$ cat src/hw/rtl/lrt_pkg.sv
// Shared types and constants for the LRU residency tracker.
package lrt_pkg;

    // Fixed field widths of the request and result transfers and the register port
    localparam int ID_W   = 10;
    localparam int OCC_W  = 7;
    localparam int CAP_W  = 7;
    localparam int DATA_W = 32;
    localparam int ADDR_W = 1;

    typedef logic [ID_W-1:0]   id_t;
    typedef logic [OCC_W-1:0]  occ_t;
    typedef logic [CAP_W-1:0]  cap_t;
    typedef logic [DATA_W-1:0] data_t;
    typedef logic [ADDR_W-1:0] addr_t;

    // Request opcodes
    localparam logic OP_TOUCH  = 1'b0;
    localparam logic OP_REMOVE = 1'b1;

    // Register map
    localparam addr_t CAP_ADDR  = '0;
    localparam cap_t  CAP_RESET = cap_t'(4 * 4 * 4);

    typedef struct packed {
        logic opcode;
        id_t  item_id;
    } lrt_req_t;

    typedef struct packed {
        logic hit;
        logic evict_valid;
        id_t  evicted_id;
        occ_t occupancy;
    } lrt_rsp_t;

    typedef enum logic [1:0] {
        ST_IDLE,
        ST_SCAN,
        ST_FINISH
    } lrt_state_t;

endpackage

$ cat src/hw/rtl/lrt_ram.sv
// Generic single-clock RAM: one write port, one registered read port.
module lrt_ram #(
    parameter int WIDTH = 10,
    parameter int DEPTH = 64
) (
    input  logic                     clk,
    input  logic                     wr_en,
    input  logic [$clog2(DEPTH)-1:0] wr_addr,
    input  logic [WIDTH-1:0]         wr_data,
    input  logic                     rd_en,
    input  logic [$clog2(DEPTH)-1:0] rd_addr,
    output logic [WIDTH-1:0]         rd_data
);

    logic [WIDTH-1:0] mem [DEPTH];

    always_ff @(posedge clk)
    begin
        if (wr_en)
        begin
            mem[wr_addr] <= wr_data;
        end
        if (rd_en)
        begin
            rd_data <= mem[rd_addr];
        end
    end

endmodule

$ cat src/hw/rtl/lrt_cfg.sv
// Capacity register behind the APB port, with clamping to the list depth.
module lrt_cfg #(
    parameter int MAX_ENTRIES = 64
) (
    input  logic                          clk,
    input  logic                          rst_n,
    input  logic                          psel,
    input  logic                          penable,
    input  logic                          pwrite,
    input  lrt_pkg::addr_t                paddr,
    input  lrt_pkg::data_t                pwdata,
    output lrt_pkg::data_t                prdata,
    output logic                          pready,
    output logic [$clog2(MAX_ENTRIES+1)-1:0] eff_cap
);

    localparam int CNT_W = $clog2(MAX_ENTRIES + 1);
    localparam int EW    = (CNT_W > lrt_pkg::CAP_W) ? CNT_W : lrt_pkg::CAP_W;

    lrt_pkg::cap_t cap_reg;
    lrt_pkg::cap_t cap_next;
    logic [EW-1:0] cap_w;
    logic [EW-1:0] max_w;

    assign pready = 1'b1;

    always_comb
    begin
        cap_next = cap_reg;
        if (psel && penable && pwrite && (paddr == lrt_pkg::CAP_ADDR))
        begin
            cap_next = pwdata[lrt_pkg::CAP_W-1:0];
        end
    end

    always_ff @(posedge clk or negedge rst_n)
    begin
        if (!rst_n)
        begin
            cap_reg <= lrt_pkg::CAP_RESET;
        end
        else
        begin
            cap_reg <= cap_next;
        end
    end

    assign prdata = (paddr == lrt_pkg::CAP_ADDR) ? lrt_pkg::data_t'(cap_reg) : '0;

    // Zero acts as one, anything above the depth saturates
    assign cap_w = EW'(cap_reg);
    assign max_w = EW'(MAX_ENTRIES);

    always_comb
    begin
        priority if (cap_w == '0)
        begin
            eff_cap = CNT_W'(1);
        end
        else if (cap_w > max_w)
        begin
            eff_cap = CNT_W'(MAX_ENTRIES);
        end
        else
        begin
            eff_cap = CNT_W'(cap_w);
        end
    end

endmodule

$ cat src/hw/rtl/lru_residency_tracker.sv
// Top level of the LRU residency tracker: request sequencer around the list RAM.
//
// Usage:
//   Request channel: drive req (opcode, item_id) and raise start; the transfer
//   happens at a rising edge where start is high and busy is low. busy stays
//   high until the request has been fully worked.
//   Result channel: done pulses for one cycle with rsp (hit, evict_valid,
//   evicted_id, occupancy). The receiver cannot stall; the result must be
//   taken in that cycle. busy is already low in the cycle done is high, so
//   the next request may be transferred then.
//   Timing: the recency list lives in one RAM with a registered read,
//   scanned one entry per cycle from the front. A touch that hits stops
//   its scan at the hit position; any other request scans the resident
//   count, none on an empty list. Touches shift entries down as they
//   scan; removes close the gap behind the match. A final state appends
//   or evicts at the tail.
//   Configuration: capacity at APB byte address 0; write only while idle.
//   Reset: rst_n clears the resident count to zero and capacity to 64.
//   No clearing pass is needed; list entries beyond the count are never used.
module lru_residency_tracker #(
    parameter int MAX_ENTRIES = 64,
    parameter int ID_BITS     = 10
) (
    input  logic               clk,
    input  logic               rst_n,
    // request transfer
    input  logic               start,
    output logic               busy,
    input  lrt_pkg::lrt_req_t  req,
    // result transfer
    output logic               done,
    output lrt_pkg::lrt_rsp_t  rsp,
    // configuration
    input  logic               psel,
    input  logic               penable,
    input  logic               pwrite,
    input  lrt_pkg::addr_t     paddr,
    input  lrt_pkg::data_t     pwdata,
    output lrt_pkg::data_t     prdata,
    output logic               pready
);

    localparam int AW    = $clog2(MAX_ENTRIES);
    localparam int CNT_W = $clog2(MAX_ENTRIES + 1);

    lrt_pkg::lrt_state_t state_reg, state_next;
    logic [AW-1:0]      pos_reg, pos_next;
    logic [CNT_W-1:0]   count_reg, count_next;
    logic               op_reg, op_next;
    logic [ID_BITS-1:0] id_reg, id_next;
    logic [ID_BITS-1:0] carry_reg, carry_next;
    logic               found_reg, found_next;
    logic               done_reg, done_next;
    lrt_pkg::lrt_rsp_t  rsp_reg, rsp_next;

    logic [CNT_W-1:0]   eff_cap;

    logic               rd_en;
    logic [AW-1:0]      rd_addr;
    logic [ID_BITS-1:0] rd_data;
    logic               wr_en;
    logic [AW-1:0]      wr_addr;
    logic [ID_BITS-1:0] wr_data;

    logic               last;
    logic               match;

    lrt_cfg #(
        .MAX_ENTRIES (MAX_ENTRIES)
    ) u_cfg (
        .clk     (clk),
        .rst_n   (rst_n),
        .psel    (psel),
        .penable (penable),
        .pwrite  (pwrite),
        .paddr   (paddr),
        .pwdata  (pwdata),
        .prdata  (prdata),
        .pready  (pready),
        .eff_cap (eff_cap)
    );

    lrt_ram #(
        .WIDTH (ID_BITS),
        .DEPTH (MAX_ENTRIES)
    ) u_list (
        .clk     (clk),
        .wr_en   (wr_en),
        .wr_addr (wr_addr),
        .wr_data (wr_data),
        .rd_en   (rd_en),
        .rd_addr (rd_addr),
        .rd_data (rd_data)
    );

    // rd_data holds the entry at pos_reg while scanning
    assign last  = ((CNT_W'(pos_reg) + CNT_W'(1)) == count_reg);
    assign match = (rd_data == id_reg);

    always_comb
    begin
        state_next = state_reg;
        pos_next   = pos_reg;
        count_next = count_reg;
        op_next    = op_reg;
        id_next    = id_reg;
        carry_next = carry_reg;
        found_next = found_reg;
        done_next  = 1'b0;
        rsp_next   = rsp_reg;
        rd_en      = 1'b0;
        rd_addr    = pos_reg + AW'(1);
        wr_en      = 1'b0;
        wr_addr    = pos_reg;
        wr_data    = carry_reg;

        unique case (state_reg)
            lrt_pkg::ST_IDLE:
            begin
                if (start)
                begin
                    op_next    = req.opcode;
                    id_next    = ID_BITS'(req.item_id);
                    carry_next = ID_BITS'(req.item_id);
                    found_next = 1'b0;
                    pos_next   = '0;
                    if (count_reg == '0)
                    begin
                        state_next = lrt_pkg::ST_FINISH;
                    end
                    else
                    begin
                        rd_en      = 1'b1;
                        rd_addr    = '0;
                        state_next = lrt_pkg::ST_SCAN;
                    end
                end
            end

            lrt_pkg::ST_SCAN:
            begin
                rd_en    = 1'b1;
                pos_next = pos_reg + AW'(1);
                if (op_reg == lrt_pkg::OP_TOUCH)
                begin
                    // push the carried id in, carry the displaced entry onward
                    wr_en      = 1'b1;
                    wr_addr    = pos_reg;
                    wr_data    = carry_reg;
                    carry_next = rd_data;
                    if (match)
                    begin
                        found_next = 1'b1;
                        state_next = lrt_pkg::ST_FINISH;
                    end
                    else if (last)
                    begin
                        state_next = lrt_pkg::ST_FINISH;
                    end
                end
                else
                begin
                    // after the match, move each entry up one slot
                    if (found_reg)
                    begin
                        wr_en   = 1'b1;
                        wr_addr = pos_reg - AW'(1);
                        wr_data = rd_data;
                    end
                    found_next = found_reg | match;
                    if (last)
                    begin
                        state_next = lrt_pkg::ST_FINISH;
                    end
                end
            end

            lrt_pkg::ST_FINISH:
            begin
                state_next           = lrt_pkg::ST_IDLE;
                done_next            = 1'b1;
                rsp_next.hit         = found_reg;
                rsp_next.evict_valid = 1'b0;
                rsp_next.evicted_id  = '0;
                if (op_reg == lrt_pkg::OP_TOUCH)
                begin
                    if (!found_reg)
                    begin
                        if ((count_reg >= eff_cap) && (count_reg != '0))
                        begin
                            // drop the tail that fell off the end of the shift
                            rsp_next.evict_valid = 1'b1;
                            rsp_next.evicted_id  = lrt_pkg::id_t'(carry_reg);
                        end
                        else
                        begin
                            wr_en      = 1'b1;
                            wr_addr    = AW'(count_reg);
                            wr_data    = carry_reg;
                            count_next = count_reg + CNT_W'(1);
                        end
                    end
                end
                else if (found_reg)
                begin
                    count_next = count_reg - CNT_W'(1);
                end
                rsp_next.occupancy = lrt_pkg::occ_t'(count_next);
            end

            default:
            begin
                state_next = lrt_pkg::ST_IDLE;
            end
        endcase
    end

    always_ff @(posedge clk or negedge rst_n)
    begin
        if (!rst_n)
        begin
            state_reg <= lrt_pkg::ST_IDLE;
            count_reg <= '0;
            done_reg  <= 1'b0;
        end
        else
        begin
            state_reg <= state_next;
            count_reg <= count_next;
            done_reg  <= done_next;
        end
    end

    always_ff @(posedge clk)
    begin
        pos_reg   <= pos_next;
        op_reg    <= op_next;
        id_reg    <= id_next;
        carry_reg <= carry_next;
        found_reg <= found_next;
        rsp_reg   <= rsp_next;
    end

    assign busy = (state_reg != lrt_pkg::ST_IDLE);
    assign done = done_reg;
    assign rsp  = rsp_reg;

endmodule

$ cat config.mk
export PLATFORM = sky130hd
export DESIGN_NAME = lru_residency_tracker
export DESIGN_NICKNAME = d
export VERILOG_FILES = /design/src/hw/rtl/lrt_pkg.sv /design/src/hw/rtl/lrt_ram.sv /design/src/hw/rtl/lrt_cfg.sv /design/src/hw/rtl/lru_residency_tracker.sv
export SDC_FILE = /design/constraint.sdc
export NUM_CORES = 1
export LEC_CHECK = 0
export ABC_AREA = 0
export BUFFER_PORTS_ARGS = -buffer_cell sky130_fd_sc_hd__buf_2
export CAP_MARGIN = 20
export CORE_MARGIN = 2
export CORE_UTILIZATION = 25
export DETAILED_ROUTE_END_ITERATION = 6
export HOLD_SLACK_MARGIN = 0.06
export SLEW_MARGIN = 20
export SYNTH_ARGS = -nofsm -noshare
export SYNTH_HDL_FRONTEND = slang
export SYNTH_SLANG_ARGS = --single-unit
$ cat constraint.sdc
create_clock -name clk -period 6.4 [get_ports clk]
set_input_delay 1.28 -clock clk [delete_from_list [all_inputs] [get_ports clk]]
set_output_delay 1.28 -clock clk [all_outputs]
set_load 0.005 [all_outputs]
==> flow_summary.toml <==
[run_status]
outcome = "complete, no violations"

[global_route]
grt_pass1_wl_mm = 119
grt_max_degree = 141
antenna_found_initial = 2
overflow = 0
grt_pass1_vias = 18236
track_usage_pct = 12.5

[setup_path]
startpoint_type = "flip-flop"
cpMaxStageDelayCell = "nor2_1"
critPathLaunch = "u_cfg.cap_reg[3]"
worst_ep_required_time_ns = 6.63
crit_type = "flip-flop to flip-flop"
cp-end-kind = "flip-flop"
reg2reg_from = "u_cfg.cap_reg[3]"
cp_max_fo = 10
slowest_delay_ns = 0.92
critPathArrivalTime_ns = 5.16
cp_common_cell = "nor2_1"
crit_chain = "nor3_1 > a21oi_1 > nor2_1 > ha_1 > nand2b_4 > a211o_1 > a221oi_4 > mux2i_1 > a211oi_1 > o211ai_1 > nor2_1"

[clock_network]
cts-root-buf = "clkbuf_16"
cts_resized = 0
clock_latency_ns = 0.64
post-cts-setup-buffers = 0
max-clock-path-buffers = 3
cts_hold_buffers = 0
cts_tree = "yes"
htreeDepth = 3
clk_pin_slew_worst_paths_ns = 0.06
cts_sinks = 714
cts_inserted_buffers = 74

[synth]
synthDistinctLibCells = 76
synthesis.area_um2 = 30400
synthArstFlopShare_pct = 2.38
ys_seq_area_share_pct = 70.2
avgSynthCellArea_um2 = 14.2
synth_top_cell_by_area = "edfxtp_1"
synth.top_cell.area_share_pct = 68.8
synth_top_flop_cell = "edfxtp_1"
syn_inst = 2135
yosysWarnings = 0
yosys-top-cells-area = "edfxtp_1, mux2i_1, o21ai_0"
ys_seq_elements = 714
synth-edff-count = 697

[floorplan]
rows = 127
initial_utilization_pct = 25.3
die_x_um = 353
coreArea_um2 = 120000
dieHeight_um = 353
io_pins = 104
die_area_um2 = 124000

[sta]
relSlewSlack_pct = 27.3
min_period_ns = 4.93
rsz0062_at_grt = "false"
worst-slew-pin-transition_ns = 1.09
setup_viol = 0
fmax_ghz = 0.203
skew_ns = 0.0352
hold_violations = 0
post-route-period-util_pct = 77.1
maxSlewViolCount = 0
final.setup.tns_ns = 0

[power]
finalPower_uw = 19300
p_leak_uw = 0.0115
irDropWorstVdd_mv = 0.333
power_density_nw_per_um2 = 545

[layout]
insertedDiodeCount = 0
drive_above_1_share_pct = 15.9
multi_input_area_um2 = 8460
largest_reg_flops = 640
n_fill_cell = 12007
final_nets = 2276
register_area_um2 = 21400
area_growth_pct = 16.4

[route]
routed_wirelength_mm = 80.0
wl_per_cell_um = 20.6
antenna_left = 0
num_vias = 18810
drtIter0Drc = 1871
vias_per_cell = 4.85
drc = 0
drt_pre_antenna_iters = 6

[worst_hold_path]
hold_path.class = "flip-flop to flip-flop"
hp-start = "carry_reg[6]"

[flow_run]
drv_cap = 0

[placement]
gp_congestion = 0.876
io_buffers = 52
hpwl_mm = 49.4
[final cells by class]
class | count | share of cell area [%]
clock buffers | 91 | 5.53
clock inverters | 41 | 1.38
inverters | 15 | 0.159
multi-input cells | 1255 | 23.9
flip-flops and latches | 714 | 60.3
well taps | 1612 | 5.70
repair buffers | 152 | 3.00
[per-layer routing]
metal,up-vias,track usage [%],wire length [µm]
li1,8481,-,-
met1,9503,16.4,34200
met2,708,20.4,37900
met3,118,2.27,5140
met4,0,4.97,2750
met5,-,0,0
[cell usage after synthesis (16+ instances only)]
master,number
nor2_1,81
a211oi_1,32
nand3_1,71
xnor2_1,20
nor4_1,19
nand4_1,16
nor2b_1,16
xor2_1,18
buf_4,31
o211a_1,16
a32oi_1,21
buf_1,20
a21oi_1,52
o211ai_1,38
clkbuf_1,82
edfxtp_1,697
buf_2,41
mux2i_1,128
o22ai_1,39
nor3_1,67
nand2_1,157
dfrtp_1,16
o21ai_0,172
or3_1,30
mux2_2,56
o221ai_1,35
[path summary, 6_finish.rpt]
path,cells after the start,slack (ns),to
min in group asynchronous,1,0.58,u_cfg.cap_reg[4]
max reg2reg,11,1.47,u_list.mem[16][9]
min reg2reg,1,0.54,rsp[13]
min,1,0.54,rsp[13]
max in group asynchronous,1,5.50,u_cfg.cap_reg[6]
max,11,1.47,u_list.mem[16][9]
[where the power goes]
part | switching [µW] | internal [µW] | total [µW] | leakage (µW)
clock | 1810 | 2520 | 4330 | 0.00118
sequential | 218 | 6260 | 6480 | 0.00650
combinational | 6070 | 2400 | 8470 | 0.00382
[cells in the final DEF, fill, tap and decap left out, drive strengths merged, types with 7 or more instances in the layout]
cell and count:
edfxtp 697, o21ai 174, nand2 158, buf 152
mux2i 128, clkbuf 91, nor2 90, nand3 71
nor3 68, mux2 56, a21oi 53, o22ai 39
o211ai 38, o221ai 35, a211oi 34, or3 30
clkinv 29, conb 26, a32oi 21, xnor2 20
nor4 19, xor2 18, inv 17, nand4 16
o211a 16, dfrtp 16, nor2b 16, a22oi 14
ha 14, and2 12, a2bb2oi 9, bufinv 8
a211o 7, o311ai 7
[critical path: cells and delay by family, from the launching register on]
kind	cells	cell delay (ns)
compound gates	5	2.36
fa+ha+maj	1	0.23
flops	1	0.41
mux	1	0.17
simple gates	4	1.34
[per-stage QoR]
step | hold slack, ns | cells | area, µm² | setup slack (ns) | util (%)
after floorplan | 0.424 | 2159 | 30500 | 1.85 | -
after global placement | 0.528 | 3748 | 32900 | 1.63 | 27.4
after detailed placement | 0.531 | 3748 | 32900 | 1.59 | 27.4
after CTS | 0.545 | 3880 | 35400 | 1.62 | 29.4
after global routing | 0.575 | 3880 | 35400 | 1.26 | 29.4
final | 0.543 | 3880 | 35400 | 1.47 | 29.4
[logic make-up after synthesis]
kind of cell	count (synthesis)	share of synthesized area (%)
flops	714	70.2
compound gates	497	11.1
simple gates	496	7.79
buf+inv	190	2.92
mux	184	6.29
xor+xnor	38	1.09
fa+ha+maj	14	0.576
other cells	2	0.0247
(Power assumes the default switching activity.)
